==> src/rtl/core/hbe_pkg.sv <==
// Shared types, constants and codes for the histogram binning engine.
`default_nettype none

package hbe_pkg;

   // Store geometry
   localparam int MAX_BINS = 256;
   localparam int BIN_W    = $clog2(MAX_BINS);
   localparam int CNT_W    = 32;
   localparam int LOG_W    = 22;

   // Request actions
   localparam logic [1:0] ACT_ADD   = 2'd0;
   localparam logic [1:0] ACT_READ  = 2'd1;
   localparam logic [1:0] ACT_CLEAR = 2'd2;

   // Back-end operations
   localparam logic [1:0] OP_NONE  = 2'd0;
   localparam logic [1:0] OP_ADD   = 2'd1;
   localparam logic [1:0] OP_READ  = 2'd2;
   localparam logic [1:0] OP_CLEAR = 2'd3;

   // Register indexes
   localparam logic [1:0] CSR_RANGE_MIN = 2'd0;
   localparam logic [1:0] CSR_RANGE_MAX = 2'd1;
   localparam logic [1:0] CSR_BIN_COUNT = 2'd2;
   localparam logic [1:0] CSR_LOG_SCALE = 2'd3;

   typedef struct packed {
      logic [1:0]  action;
      logic [31:0] sample_value;
      logic        sample_ok;
      logic [7:0]  bin_select;
   } req_type;

   typedef struct packed {
      logic [7:0]       bin_number;
      logic             was_counted;
      logic [CNT_W-1:0] bin_value;
   } rsp_type;

   typedef struct packed {
      logic [31:0] range_min;
      logic [31:0] range_max;
      logic [8:0]  bin_count;
      logic        log_scale;
   } cfg_type;

   typedef struct packed {
      logic [1:0]       op;
      logic [BIN_W-1:0] idx;
      logic [7:0]       bin_number;
   } cmd_type;

endpackage

`default_nettype wire

==> src/rtl/core/hbe_queue.sv <==
// Two-entry command queue between the binning front end and the counter back end.
`default_nettype none

module hbe_queue import hbe_pkg::*; (
   input  wire logic    clock,
   input  wire logic    reset,
   input  wire logic    push_valid,
   output logic         push_ready,
   input  wire cmd_type push_data,
   output logic         pop_valid,
   input  wire logic    pop_ready,
   output cmd_type      pop_data
);

   cmd_type    entry_ff [2];
   logic       wr_ptr_ff, wr_ptr_in;
   logic       rd_ptr_ff, rd_ptr_in;
   logic [1:0] count_ff, count_in;
   logic       do_push, do_pop;

   assign push_ready = (count_ff != 2'd2);
   assign pop_valid  = (count_ff != 2'd0);
   assign pop_data   = entry_ff[rd_ptr_ff];
   assign do_push    = push_valid && push_ready;
   assign do_pop     = pop_valid && pop_ready;

   // advance pointers and fill level
   always_comb begin
      wr_ptr_in = do_push ? ~wr_ptr_ff : wr_ptr_ff;
      rd_ptr_in = do_pop ? ~rd_ptr_ff : rd_ptr_ff;
      count_in  = count_ff;
      if (do_push && !do_pop) begin
         count_in = count_ff + 2'd1;
      end else if (do_pop && !do_push) begin
         count_in = count_ff - 2'd1;
      end
   end

   always_ff @(posedge clock) begin
      if (reset) begin
         wr_ptr_ff <= 1'b0;
         rd_ptr_ff <= 1'b0;
         count_ff  <= 2'd0;
      end else begin
         wr_ptr_ff <= wr_ptr_in;
         rd_ptr_ff <= rd_ptr_in;
         count_ff  <= count_in;
      end
   end

   // store the pushed entry
   always_ff @(posedge clock) begin
      if (do_push) begin
         entry_ff[wr_ptr_ff] <= push_data;
      end
   end

endmodule

`default_nettype wire

==> config.mk <==
export PLATFORM = sky130hd
export DESIGN_NAME = hbe_queue
export DESIGN_NICKNAME = d
export VERILOG_FILES = /design/src/rtl/core/hbe_pkg.sv /design/src/rtl/core/hbe_queue.sv
export SDC_FILE = /design/constraint.sdc
export NUM_CORES = 1
export LEC_CHECK = 0
export ABC_AREA = 1
export BUFFER_PORTS_ARGS = -buffer_cell sky130_fd_sc_hd__buf_2
export CAP_MARGIN = 20
export CELL_PAD_IN_SITES_DETAIL_PLACEMENT = 1
export CELL_PAD_IN_SITES_GLOBAL_PLACEMENT = 2
export CORE_MARGIN = 2
export CORE_UTILIZATION = 36
export DETAILED_ROUTE_END_ITERATION = 7
export GPL_ROUTABILITY_DRIVEN = 0
export PLACE_DENSITY_LB_ADDON = 0.3
export SLEW_MARGIN = 0
export SYNTH_ARGS = -nofsm -noshare
export SYNTH_HDL_FRONTEND = slang
export SYNTH_SLANG_ARGS = --single-unit
==> constraint.sdc <==
create_clock -name clock -period 2.21 [get_ports clock]
set_clock_uncertainty 0.2 [all_clocks]
set_input_delay 0.1105 -clock clock [delete_from_list [all_inputs] [get_ports clock]]
set_output_delay 0.1105 -clock clock [all_outputs]
set_load 0.05 [all_outputs]
==> results.sh <==
export IMPL_final_nets=186
export IMPL_hp_class="in -> reg"
export IMPL_ant_nets=0
export IMPL_wl_mm=2.696
export IMPL_grt_pass1_vias=1030
export IMPL_min_period_over_period=0.7596
export IMPL_whs_endpoint="wr_ptr_ff"
export IMPL_start_util=0.3706
export IMPL_finalSetupViolCount=0
export IMPL_clockBufferDepth=2
export IMPL_hold_start="push_valid"
export IMPL_fmax_mhz=595.7
export IMPL_critical_path_peak_fanout=10
export IMPL_yosysWarnings=0
export IMPL_tns_ns=0
export IMPL_antennaDiodeCount=0
export IMPL_clk_latency_ns=0.28
export IMPL_ir_worst_vdd_mv=0.5663
export IMPL_avgViaCountPerCell=4.421
export IMPL_fin_cells=216
export IMPL_critPathKind="reg -> out"
export IMPL_end_kind="output pin"
export IMPL_holdPathStages=4
export IMPL_grt_max_degree=19
export IMPL_top_usage_layer="met2"
export IMPL_postSynthCellCount=93
export IMPL_slew_headroom=0.8324
export IMPL_vias=955
export IMPL_drive_above_1_share=0.4390
export IMPL_seq_area_frac_synth=0.7421
export IMPL_rsz0062_at_grt="no"
export IMPL_most_common_layout_cells="41 x buf_2, 36 x edfxtp_1, 20 x dlygate4sd3_1"
export IMPL_die_area_sq_um=4969
export IMPL_post_cts_buffers=0
export IMPL_multiInputGateArea_sq_um=354.1
export IMPL_worstMarginPinSlew_ns=0.2514
export IMPL_r2r_cells=10
export IMPL_drv_cap=0
export IMPL_status="complete, no violations"
export IMPL_worstReg2RegEnd="count_ff[1]"
export IMPL_use_met2=0.2233
export IMPL_die_w_microns=70.49
export IMPL_use_met1=0.1201
export IMPL_cp_required_ns=1.90
export IMPL_synth_area_per_cell_sq_um=17.11
export IMPL_netlist_area_sq_um=1592
export IMPL_reg2reg_from="count_ff[0]"
export IMPL_p_per_area_nw_per_um2=1192
export IMPL_cp_arrival_ns=1.37
export IMPL_total_power_w=0.002602
export IMPL_r2r_setup_slack_ns=0.58
export IMPL_path_clk_slew_ns=0.07
export IMPL_p_leak_nw=0.8917
export IMPL_grt_pass1_wl_mm=4.491
export IMPL_dr_pass1_iters=4
export IMPL_post_cts_resize_count=0
export IMPL_seqCellArea_sq_um=1181
export IMPL_grtUsageMet3=0.04618
export IMPL_post_drt_wl_per_cell_microns=12.48
export IMPL_die_h_microns=70.49
export IMPL_post_route_util=0.5082
export IMPL_drc=0
export IMPL_overflow=0
export IMPL_hold_viol_final=0
export IMPL_cts_sinks=41
export IMPL_ys_seq_elements=41
export IMPL_grt_total_usage=0.1195
export IMPL_cts_htree_levels=2
export IMPL_area_delta_synth_final_pct=37.11
export IMPL_cts_tree="yes"
export IMPL_post_route_min_period_ns=1.679
export IMPL_nFillCells=447
export IMPL_crit_path_start_kind="flip-flop"
export IMPL_dp_hpwl_mm=1.831
export IMPL_drt_initial_drc_count=23
export IMPL_coreArea_sq_um=4294
export IMPL_cts_root_buf="clkbuf_8"
export IMPL_syn_nets=116
export IMPL_dp_cells=188
export IMPL_io_pins=42
export IMPL_port_buffers=41
export IMPL_antenna_found_initial=0
export IMPL_numCtsBuffers=5
export IMPL_synth_cell_type_count=14
export IMPL_final_max_slew_viol_count=0
export IMPL_rows=24
export IMPL_final_common_cell="buf_2"
==> layer usage <==
layer / share of wire / vias up
li1: - / 472
met4: 0.013 / 0
met1: 0.41 / 450
met5: 0 / -
met2: 0.53 / 28
met3: 0.048 / 5
==> per-stage QoR <==
stage / area (sq um) / worst slack (ns) / hold slack, ns
6_report: 2182 / 0.5313 / 0.05282
5_1_grt: 2182 / 0.4111 / 0.1179
2_1_floorplan: 1592 / -0.1033 / 0.009369
3_5_place_dp: 1866 / 0.5763 / 0.1019
3_3_place_gp: 1866 / 0.6519 / 0.09789
4_1_cts: 2182 / 0.5033 / 0.04698
==> flip-flops by register name, indices dropped and copies added, names as in the netlist, named ones only <==
| register | flops |
|---|---|
| wr_ptr_ff | 1 |
| entry_ff | 36 |
| rd_ptr_ff | 1 |
| count_ff | 2 |
==> power breakdown <==
part / internal, W / leakage (nW) / switching [W]
Clock: 0.000368 / 0.0585 / 0.000236
Sequential: 0.000982 / 0.377 / 0.0000371
Combinational: 0.000308 / 0.456 / 0.000671
Total: 0.00166 / 0.892 / 0.000944
==> how the worst max path moves through the flow <==
stage / endpoint / slack, ns / cells after the start
4_1_cts: pop_data[2] / 0.50 / 3
3_5_place_dp: count_ff[1] / 0.58 / 10
6_report: pop_data[3] / 0.53 / 3
2_1_floorplan: entry_ff[1][0] / -0.10 / 4
5_1_grt: count_ff[1] / 0.41 / 10
3_3_place_gp: count_ff[1] / 0.65 / 10
==> layout make-up <==
cell class | instances | share of cell area
flip-flops and latches | 41 | 0.5413
well taps | 52 | 0.02982
inverters | 8 | 0.01376
repair buffers | 65 | 0.1995
multi-input cells | 42 | 0.1623
clock inverters | 1 | 0.01376
clock buffers | 7 | 0.03956
==> cells in the mapped netlist <==
master,n,area (sq um)
a21oi_1,2,10.01
nand3_1,2,10.01
buf_6,1,11.26
inv_1,8,30.03
ha_1,1,12.51
nor2_1,7,26.28
nand4_1,1,6.260
edfxtp_1,36,1081
mux2_2,8,90.09
mux2_4,10,150.1
o21ai_0,2,10.01
nand2_1,9,33.78
dfxtp_1,5,100.1
buf_12,1,20.02
==> repair_timing <==
action	4_1_cts	5_1_grt
setup endpoints to repair	0	0
endpoints found under the hold margin	41	0
hold buffers	20	0
==> critical path, stage by stage, from the launching register on <==
cell and delay [ns]:
dfxtp_1 0.33, buf_4 0.23, mux2_4 0.32, buf_2 0.21
==> cell families (layout without fill, tap and decap cells) <==
logic type / Yosys count / after routing / synth area share
compound gates: 4 / 4 / 0.01258
flops: 41 / 41 / 0.7421
mux: 18 / 18 / 0.1509
simple gates: 19 / 19 / 0.04796
fa+ha+maj: 1 / 1 / 0.007860
buf+inv: 10 / 81 / 0.03852
Power figures use the tool's default switching activity.
