File: src/rtl/core/hbe_pkg.sv
// Shared types, constants and codes for the histogram binning engine.
`default_nettype none

package hbe_pkg;

   // Store geometry
   localparam int MAX_BINS = 256;
   localparam int BIN_W    = $clog2(MAX_BINS);
   localparam int CNT_W    = 32;
   localparam int LOG_W    = 22;

   // Request actions
   localparam logic [1:0] ACT_ADD   = 2'd0;
   localparam logic [1:0] ACT_READ  = 2'd1;
   localparam logic [1:0] ACT_CLEAR = 2'd2;

   // Back-end operations
   localparam logic [1:0] OP_NONE  = 2'd0;
   localparam logic [1:0] OP_ADD   = 2'd1;
   localparam logic [1:0] OP_READ  = 2'd2;
   localparam logic [1:0] OP_CLEAR = 2'd3;

   // Register indexes
   localparam logic [1:0] CSR_RANGE_MIN = 2'd0;
   localparam logic [1:0] CSR_RANGE_MAX = 2'd1;
   localparam logic [1:0] CSR_BIN_COUNT = 2'd2;
   localparam logic [1:0] CSR_LOG_SCALE = 2'd3;

   typedef struct packed {
      logic [1:0]  action;
      logic [31:0] sample_value;
      logic        sample_ok;
      logic [7:0]  bin_select;
   } req_type;

   typedef struct packed {
      logic [7:0]       bin_number;
      logic             was_counted;
      logic [CNT_W-1:0] bin_value;
   } rsp_type;

   typedef struct packed {
      logic [31:0] range_min;
      logic [31:0] range_max;
      logic [8:0]  bin_count;
      logic        log_scale;
   } cfg_type;

   typedef struct packed {
      logic [1:0]       op;
      logic [BIN_W-1:0] idx;
      logic [7:0]       bin_number;
   } cmd_type;

endpackage

`default_nettype wire

File: src/rtl/core/hbe_front.sv
// Front end: accepts requests, computes log2 and the bin index, issues commands.
`default_nettype none

module hbe_front import hbe_pkg::*; (
   input  wire logic    clock,
   input  wire logic    reset,
   input  wire logic    req_valid,
   output logic         req_ready,
   input  wire req_type req_data,
   input  wire cfg_type cfg,
   output logic         cmd_valid,
   input  wire logic    cmd_ready,
   output cmd_type      cmd
);

   localparam logic [2:0] ST_IDLE  = 3'd0;
   localparam logic [2:0] ST_NORM  = 3'd1;
   localparam logic [2:0] ST_SQR   = 3'd2;
   localparam logic [2:0] ST_CHECK = 3'd3;
   localparam logic [2:0] ST_MUL   = 3'd4;
   localparam logic [2:0] ST_DIV   = 3'd5;
   localparam logic [2:0] ST_PUSH  = 3'd6;

   logic [2:0]              state_ff, state_in;
   logic [31:0]             x_ff, x_in;
   logic [1:0]              which_ff, which_in;
   logic [3:0]              stp_ff, stp_in;
   logic [31:0]             m_ff, m_in;
   logic [4:0]              p_ff, p_in;
   logic [15:0]             frac_ff, frac_in;
   logic signed [LOG_W-1:0] lx_ff, lx_in, lmin_ff, lmin_in, lmax_ff, lmax_in;
   logic [31:0]             num_ff, num_in, den_ff, den_in;
   logic [31:0]             rem_ff, rem_in;
   logic [8:0]              quo_ff, quo_in;
   cmd_type                 cmd_ff, cmd_in;

   logic [8:0]              n_eff;
   logic [4:0]              sh;
   logic                    top_zero;
   logic [63:0]             sq;
   logic [32:0]             sq_t;
   logic [31:0]             m_sq;
   logic [15:0]             frac_nx;
   logic signed [LOG_W-1:0] log_val;
   logic [5:0]              log_int;
   logic signed [LOG_W:0]   dx, dmax;
   logic                    chk_skip;
   logic [31:0]             chk_num, chk_den;
   logic [40:0]             prod;
   logic [32:0]             div_t, div_d;
   logic                    div_ge;
   logic [8:0]              quo_nx;
   logic                    early_skip;

   assign req_ready = (state_ff == ST_IDLE);
   assign cmd_valid = (state_ff == ST_PUSH);
   assign cmd       = cmd_ff;

   // bins in use, limited to the store depth
   assign n_eff = (32'(cfg.bin_count) > MAX_BINS) ? 9'(MAX_BINS) : cfg.bin_count;

   // normalise step: halve the shift each cycle, 16 down to 1
   assign sh       = 5'(5'd16 >> stp_ff[2:0]);
   assign top_zero = ((m_ff >> (6'd32 - 6'(sh))) == 32'd0);

   // squaring step of the mantissa
   assign sq      = 64'(m_ff) * 64'(m_ff);
   assign sq_t    = 33'(sq >> 31);
   assign m_sq    = sq_t[32] ? sq_t[32:1] : sq_t[31:0];
   assign frac_nx = {frac_ff[14:0], sq_t[32]};
   assign log_int = 6'(p_ff) - 6'd16;
   assign log_val = $signed({log_int, frac_nx});

   // range checks and bin numerator and denominator
   always_comb begin
      dx       = $signed({lx_ff[LOG_W-1], lx_ff}) - $signed({lmin_ff[LOG_W-1], lmin_ff});
      dmax     = $signed({lmax_ff[LOG_W-1], lmax_ff}) - $signed({lmin_ff[LOG_W-1], lmin_ff});
      chk_skip = 1'b0;
      if (cfg.log_scale) begin
         chk_num = 32'($unsigned(dx));
         chk_den = 32'($unsigned(dmax));
         if (dx < 0 || dmax <= 0) begin
            chk_skip = 1'b1;
         end
      end else begin
         chk_num = x_ff - cfg.range_min;
         chk_den = cfg.range_max - cfg.range_min;
         if (x_ff < cfg.range_min) begin
            chk_skip = 1'b1;
         end
      end
      if (chk_num >= chk_den) begin
         chk_skip = 1'b1;
      end
   end

   // scaled numerator and one restoring division step
   assign prod   = 41'(num_ff) * 41'(n_eff);
   assign div_t  = {rem_ff, quo_ff[8]};
   assign div_d  = div_t - {1'b0, den_ff};
   assign div_ge = (div_t >= {1'b0, den_ff});
   assign quo_nx = {quo_ff[7:0], div_ge};

   assign early_skip = !req_data.sample_ok || (n_eff == 9'd0)
                    || (cfg.range_max <= cfg.range_min)
                    || (cfg.log_scale && ((cfg.range_min == 32'd0)
                                          || (req_data.sample_value == 32'd0)));

   // sequence one request
   always_comb begin
      state_in = state_ff;
      x_in     = x_ff;
      which_in = which_ff;
      stp_in   = stp_ff;
      m_in     = m_ff;
      p_in     = p_ff;
      frac_in  = frac_ff;
      lx_in    = lx_ff;
      lmin_in  = lmin_ff;
      lmax_in  = lmax_ff;
      num_in   = num_ff;
      den_in   = den_ff;
      rem_in   = rem_ff;
      quo_in   = quo_ff;
      cmd_in   = cmd_ff;
      unique case (state_ff)
         ST_IDLE: begin
            if (req_valid) begin
               x_in              = req_data.sample_value;
               cmd_in.op         = OP_NONE;
               cmd_in.idx        = BIN_W'(req_data.bin_select);
               cmd_in.bin_number = 8'd0;
               state_in          = ST_PUSH;
               case (req_data.action)
                  ACT_READ, ACT_CLEAR: begin
                     cmd_in.bin_number = req_data.bin_select;
                     if (32'(req_data.bin_select) < MAX_BINS) begin
                        cmd_in.op = (req_data.action == ACT_READ) ? OP_READ : OP_CLEAR;
                     end
                  end
                  ACT_ADD: begin
                     if (!early_skip) begin
                        if (cfg.log_scale) begin
                           m_in     = req_data.sample_value;
                           p_in     = 5'd31;
                           stp_in   = 4'd0;
                           which_in = 2'd0;
                           state_in = ST_NORM;
                        end else begin
                           state_in = ST_CHECK;
                        end
                     end
                  end
                  default: begin
                  end
               endcase
            end
         end
         ST_NORM: begin
            if (top_zero) begin
               m_in = m_ff << sh;
               p_in = p_ff - sh;
            end
            stp_in = stp_ff + 4'd1;
            if (stp_ff == 4'd4) begin
               stp_in   = 4'd0;
               frac_in  = 16'd0;
               state_in = ST_SQR;
            end
         end
         ST_SQR: begin
            m_in    = m_sq;
            frac_in = frac_nx;
            stp_in  = stp_ff + 4'd1;
            if (stp_ff == 4'd15) begin
               stp_in = 4'd0;
               p_in   = 5'd31;
               case (which_ff)
                  2'd0: begin
                     lx_in    = log_val;
                     m_in     = cfg.range_min;
                     which_in = 2'd1;
                     state_in = ST_NORM;
                  end
                  2'd1: begin
                     lmin_in  = log_val;
                     m_in     = cfg.range_max;
                     which_in = 2'd2;
                     state_in = ST_NORM;
                  end
                  default: begin
                     lmax_in  = log_val;
                     state_in = ST_CHECK;
                  end
               endcase
            end
         end
         ST_CHECK: begin
            num_in   = chk_num;
            den_in   = chk_den;
            state_in = chk_skip ? ST_PUSH : ST_MUL;
         end
         ST_MUL: begin
            rem_in   = prod[40:9];
            quo_in   = prod[8:0];
            stp_in   = 4'd0;
            state_in = ST_DIV;
         end
         ST_DIV: begin
            rem_in = div_ge ? div_d[31:0] : div_t[31:0];
            quo_in = quo_nx;
            stp_in = stp_ff + 4'd1;
            if (stp_ff == 4'd8) begin
               cmd_in.op         = OP_ADD;
               cmd_in.idx        = BIN_W'(quo_nx);
               cmd_in.bin_number = quo_nx[7:0];
               state_in          = ST_PUSH;
            end
         end
         ST_PUSH: begin
            if (cmd_ready) begin
               state_in = ST_IDLE;
            end
         end
         default: begin
            state_in = ST_IDLE;
         end
      endcase
   end

   always_ff @(posedge clock) begin
      if (reset) begin
         state_ff <= ST_IDLE;
      end else begin
         state_ff <= state_in;
      end
   end

   // datapath registers
   always_ff @(posedge clock) begin
      x_ff     <= x_in;
      which_ff <= which_in;
      stp_ff   <= stp_in;
      m_ff     <= m_in;
      p_ff     <= p_in;
      frac_ff  <= frac_in;
      lx_ff    <= lx_in;
      lmin_ff  <= lmin_in;
      lmax_ff  <= lmax_in;
      num_ff   <= num_in;
      den_ff   <= den_in;
      rem_ff   <= rem_in;
      quo_ff   <= quo_in;
      cmd_ff   <= cmd_in;
   end

endmodule

`default_nettype wire

File: config.mk
export PLATFORM = sky130hd
export DESIGN_NAME = hbe_front
export DESIGN_NICKNAME = d
export VERILOG_FILES = /design/src/rtl/core/hbe_pkg.sv /design/src/rtl/core/hbe_front.sv
export SDC_FILE = /design/constraint.sdc
export NUM_CORES = 2
export LEC_CHECK = 0
export ABC_AREA = 1
export BUFFER_PORTS_ARGS = -buffer_cell sky130_fd_sc_hd__buf_2
export CELL_PAD_IN_SITES_DETAIL_PLACEMENT = 1
export CELL_PAD_IN_SITES_GLOBAL_PLACEMENT = 1
export CORE_ASPECT_RATIO = 1.1
export CORE_MARGIN = 10
export CORE_UTILIZATION = 40
export CTS_BUF_LIST = sky130_fd_sc_hd__clkbuf_4 sky130_fd_sc_hd__clkbuf_8 sky130_fd_sc_hd__clkbuf_16
export DETAILED_ROUTE_END_ITERATION = 12
export GPL_TIMING_DRIVEN = 1
export PLACE_DENSITY = 0.76
export REMOVE_ABC_BUFFERS = 1
export SLEW_MARGIN = 10
export SYNTH_ARGS = -nofsm -noshare
export SYNTH_HDL_FRONTEND = slang
export SYNTH_SLANG_ARGS = --single-unit
export TNS_END_PERCENT = 20
File: constraint.sdc
create_clock -name clock -period 23.9 [get_ports clock]
set_input_delay 2.39 -clock clock [delete_from_list [all_inputs] [get_ports clock]]
set_output_delay 2.39 -clock clock [all_outputs]
set_load 0.005 [all_outputs]
==> impl_metrics.yaml <==
clock_network:
  post_cts_hold_buffer_count: 0
  worst_skew_late_latency_ps: 670
  clock_tree.htree_level_count: 1
  clock_sink_count: 279
  cts_max_path_buffers: 3
  cts_buffers: 31
  cts_tree: "yes"
  postCtsSetupRepairBufs: 0
  clkSlewWorstSetupHoldPaths_ps: 80
  cts.repair.resized: 0
  ctsRootBufferMaster: "sky130_fd_sc_hd__clkbuf_16"
layout:
  multi_input_area_um2: 44700
  layout.cells.most_common_list: "sky130_fd_sc_hd__inv_1, sky130_fd_sc_hd__nand2_1, sky130_fd_sc_hd__fa_1, sky130_fd_sc_hd__ha_1, sky130_fd_sc_hd__a21oi_1"
  fillerInstances: 18985
  synthToLayoutAreaGrowth_pct: 6.22
  layout-drive-gt1-share_pct: 4.56
  regArea_um2: 8350
  most_common_cell_after_layout_fill_and_taps_aside: "sky130_fd_sc_hd__inv_1"
  num-nets-final: 9577
setup_path:
  worstSetupEndpointType: "register"
  worstReg2RegEnd: "m_ff[9]"
  worst_path_most_repeated_cell: "sky130_fd_sc_hd__fa_1"
  timing_worst_setup_path_type: "reg2reg"
  regToRegStartpoint: "m_ff[9]"
  crit_path_start_kind: "register"
  standard_cell_with_the_maximum_stage_delay_on_the_critical_path: "sky130_fd_sc_hd__edfxtp_1"
  cp_data_arrival_time_ps: 9050
  r2r_slack_ps: 15250
  worst_path_largest_cell_delay_ps: 980
  timing.critical_path.fanout_max: 25
  worstPathBufferInverterCount: 6
  critPathTopFamily: "adder cells"
  worst_ep_required_time_ps: 24300
  reg2reg_depth: 30
floorplan:
  die_width_um: 395
  io_pins: 141
  core_area_um2: 154000
  dieArea_um2: 171000
  placementRows: 151
  die_y_um: 433
  initial_core_util_pct: 40.2
placement:
  numPortBuffers: 140
  total_half_perimeter_wirelength_after_legalization_and_detailed_placement_um: 192000
  detailedPlace.worstSlack_ps: 14850
  gp_congestion: 0.973
sta:
  timing.setup.tns_ps: 0
  max_slew_margin_pct: 16.4
  final_max_slew_viol_count: 0
  final-setup-viol-count: 0
  grt_setup_unrepaired: "false"
  finalCritPeriodShare_pct: 36.2
  period_needed_ps: 8650
  clock_skew_after_layout_ps: 33.6
  final-hold-violation-count: 0
  maxClockFrequency_ghz: 0.116
  worst_slew_pin_slew_ps: 1250
  worst_slack_ps: 15250
global_routing:
  global_route.usage.total_pct: 26.9
  global_route_wire_length_before_repair_um: 356000
  grt_start_max_net_pins: 67
  vias_in_the_first_global_route: 60168
  overflow: 0
  initial_antenna_violation_count: 21
status:
  run_status: "completed"
routing:
  drc: 0
  number_of_vias_per_cell: 5.37
  route.antenna.remaining_nets: 0
  detailroute.via_count: 53708
  postRouteWirelength_um: 231000
  first_iter_violations: 3648
  firstDrtPassIters: 7
  wl_per_cell_um: 23.1
synth:
  synth_area_um2: 61900
  synthFlopType: "sky130_fd_sc_hd__edfxtp_1"
  yosys_warnings: 0
  synthesis.instances: 7927
  post_synth.cell_area_avg_um2: 7.81
  count_of_flip_flops_with_a_built_in_enable_after_synthesis: 276
  ys_async_sr_fraction_pct: 0
  yosysUniqueCellTypes: 71
  ys_seq_elements: 279
  seq_area_frac_synth_pct: 13.5
min_path:
  min_delay_path_depth: 0
  holdCritStartpoint: "frac_ff[14]"
  worst_hold_path.endpoint: "lmin_ff[15]"
  hold_path.class: "reg2reg"
run:
  max_cap_viol_count: 0
==> final cells by class <==
| class | count | area share [%] |
|---|---|---|
| inverters | 2108 | 12.0 |
| diodes | 10 | 0.0380 |
| flip-flops and latches | 279 | 12.7 |
| well taps | 2065 | 3.93 |
| multi-input cells | 5284 | 67.9 |
| repair buffers | 202 | 1.77 |
| clock inverters | 20 | 0.369 |
| clock buffers | 38 | 1.26 |
==> flip-flops by register name (all words and copies together) (netlist names) <==
register / flops
lmin_ff: 21
x_ff: 32
state_ff: 3
cmd: 18
rem_ff: 32
which_ff: 2
stp_ff: 4
m_ff: 32
den_ff: 32
quo_ff: 9
frac_ff: 15
num_ff: 32
p_ff: 5
lx_ff: 21
lmax_ff: 21
==> routing by layer <==
| metal | global-route usage, % | wire length (µm) | up-vias |
|---|---|---|---|
| li1 | - | - | 24076 |
| met1 | 33.9 | 94100 | 27504 |
| met2 | 47.0 | 112000 | 1675 |
| met3 | 3.16 | 14100 | 445 |
| met4 | 10.7 | 10500 | 8 |
| met5 | 0 | 50 | - |
==> worst max path at each step <==
stage                 start         end  depth (start not counted)
floorplan            cfg[8]  rem_ff[23]                         32
global placement     cfg[9]  rem_ff[18]                         24
detailed placement   cfg[9]  rem_ff[18]                         24
CTS                 m_ff[9]    m_ff[22]                         30
global route        m_ff[9]    m_ff[22]                         30
finish              m_ff[9]     m_ff[9]                         30
==> metrics by stage <==
step                instance area, µm²  hold WS (ps)  cells  util (%)
floorplan                        60900           440   7671         -
global placement                 64700           460   9938      42.0
finish                           65800           488  10006      42.7
CTS                              65800           495   9996      42.7
global route                     65800           512  10001      42.7
detailed placement               64700           480   9938      42.0
==> synthesized netlist by cell type (3+ instances only) <==
cell	number	share of area (%)
sky130_fd_sc_hd__inv_1	2083	13
sky130_fd_sc_hd__nand2_1	1706	10
sky130_fd_sc_hd__fa_1	1008	33
sky130_fd_sc_hd__ha_1	542	11
sky130_fd_sc_hd__nor2_1	424	2.6
sky130_fd_sc_hd__a21oi_1	423	3.4
sky130_fd_sc_hd__o21ai_0	294	2.4
sky130_fd_sc_hd__edfxtp_1	276	13
sky130_fd_sc_hd__nand3_1	183	1.5
sky130_fd_sc_hd__clkbuf_1	176	1.1
sky130_fd_sc_hd__xor2_1	77	1.1
sky130_fd_sc_hd__xnor2_1	59	0.83
sky130_fd_sc_hd__buf_1	57	0.35
sky130_fd_sc_hd__o21ai_1	53	0.43
sky130_fd_sc_hd__a31oi_1	52	0.53
sky130_fd_sc_hd__nor3_1	45	0.36
sky130_fd_sc_hd__o22ai_1	43	0.43
sky130_fd_sc_hd__o211ai_1	42	0.51
sky130_fd_sc_hd__o21bai_1	39	0.47
sky130_fd_sc_hd__nand4_1	36	0.36
sky130_fd_sc_hd__a21o_1	35	0.42
sky130_fd_sc_hd__or2_2	30	0.30
sky130_fd_sc_hd__nor4_1	29	0.29
sky130_fd_sc_hd__inv_2	23	0.14
sky130_fd_sc_hd__a221oi_1	18	0.25
sky130_fd_sc_hd__o21a_1	16	0.19
sky130_fd_sc_hd__nand3b_1	15	0.18
sky130_fd_sc_hd__a21boi_0	11	0.13
sky130_fd_sc_hd__a211oi_1	10	0.12
sky130_fd_sc_hd__mux2i_1	10	0.16
sky130_fd_sc_hd__buf_6	9	0.16
sky130_fd_sc_hd__a22oi_1	8	0.097
sky130_fd_sc_hd__buf_2	8	0.065
sky130_fd_sc_hd__nand2_2	7	0.071
sky130_fd_sc_hd__a31o_2	6	0.085
sky130_fd_sc_hd__buf_4	6	0.073
sky130_fd_sc_hd__nor2_2	5	0.051
sky130_fd_sc_hd__o2111ai_1	5	0.071
sky130_fd_sc_hd__o31ai_1	5	0.061
sky130_fd_sc_hd__o221ai_1	4	0.057
sky130_fd_sc_hd__a22o_1	3	0.042
sky130_fd_sc_hd__and2_1	3	0.030
sky130_fd_sc_hd__dfxtp_1	3	0.097
sky130_fd_sc_hd__nor2_8	3	0.097
sky130_fd_sc_hd__o21ai_2	3	0.042
==> kinds of logic (layout without fill, tap and decap cells) <==
kind of cell | Yosys count | count (layout) | share of synthesized area (%)
multiplexers | 10 | 10 | 0.162
flip-flops | 279 | 279 | 13.5
XOR/XNOR | 136 | 136 | 1.92
AO/OA/AOI/OAI | 1089 | 1089 | 10.1
other | 0 | 10 | 0
adder cells (fa/ha/maj) | 1550 | 1550 | 43.5
buffers and inverters | 2364 | 2368 | 14.5
AND/OR/NAND/NOR | 2499 | 2499 | 16.3
Power is not shown: default switching activity piles up to over one toggle a cycle in this logic, so the estimate is an artifact.
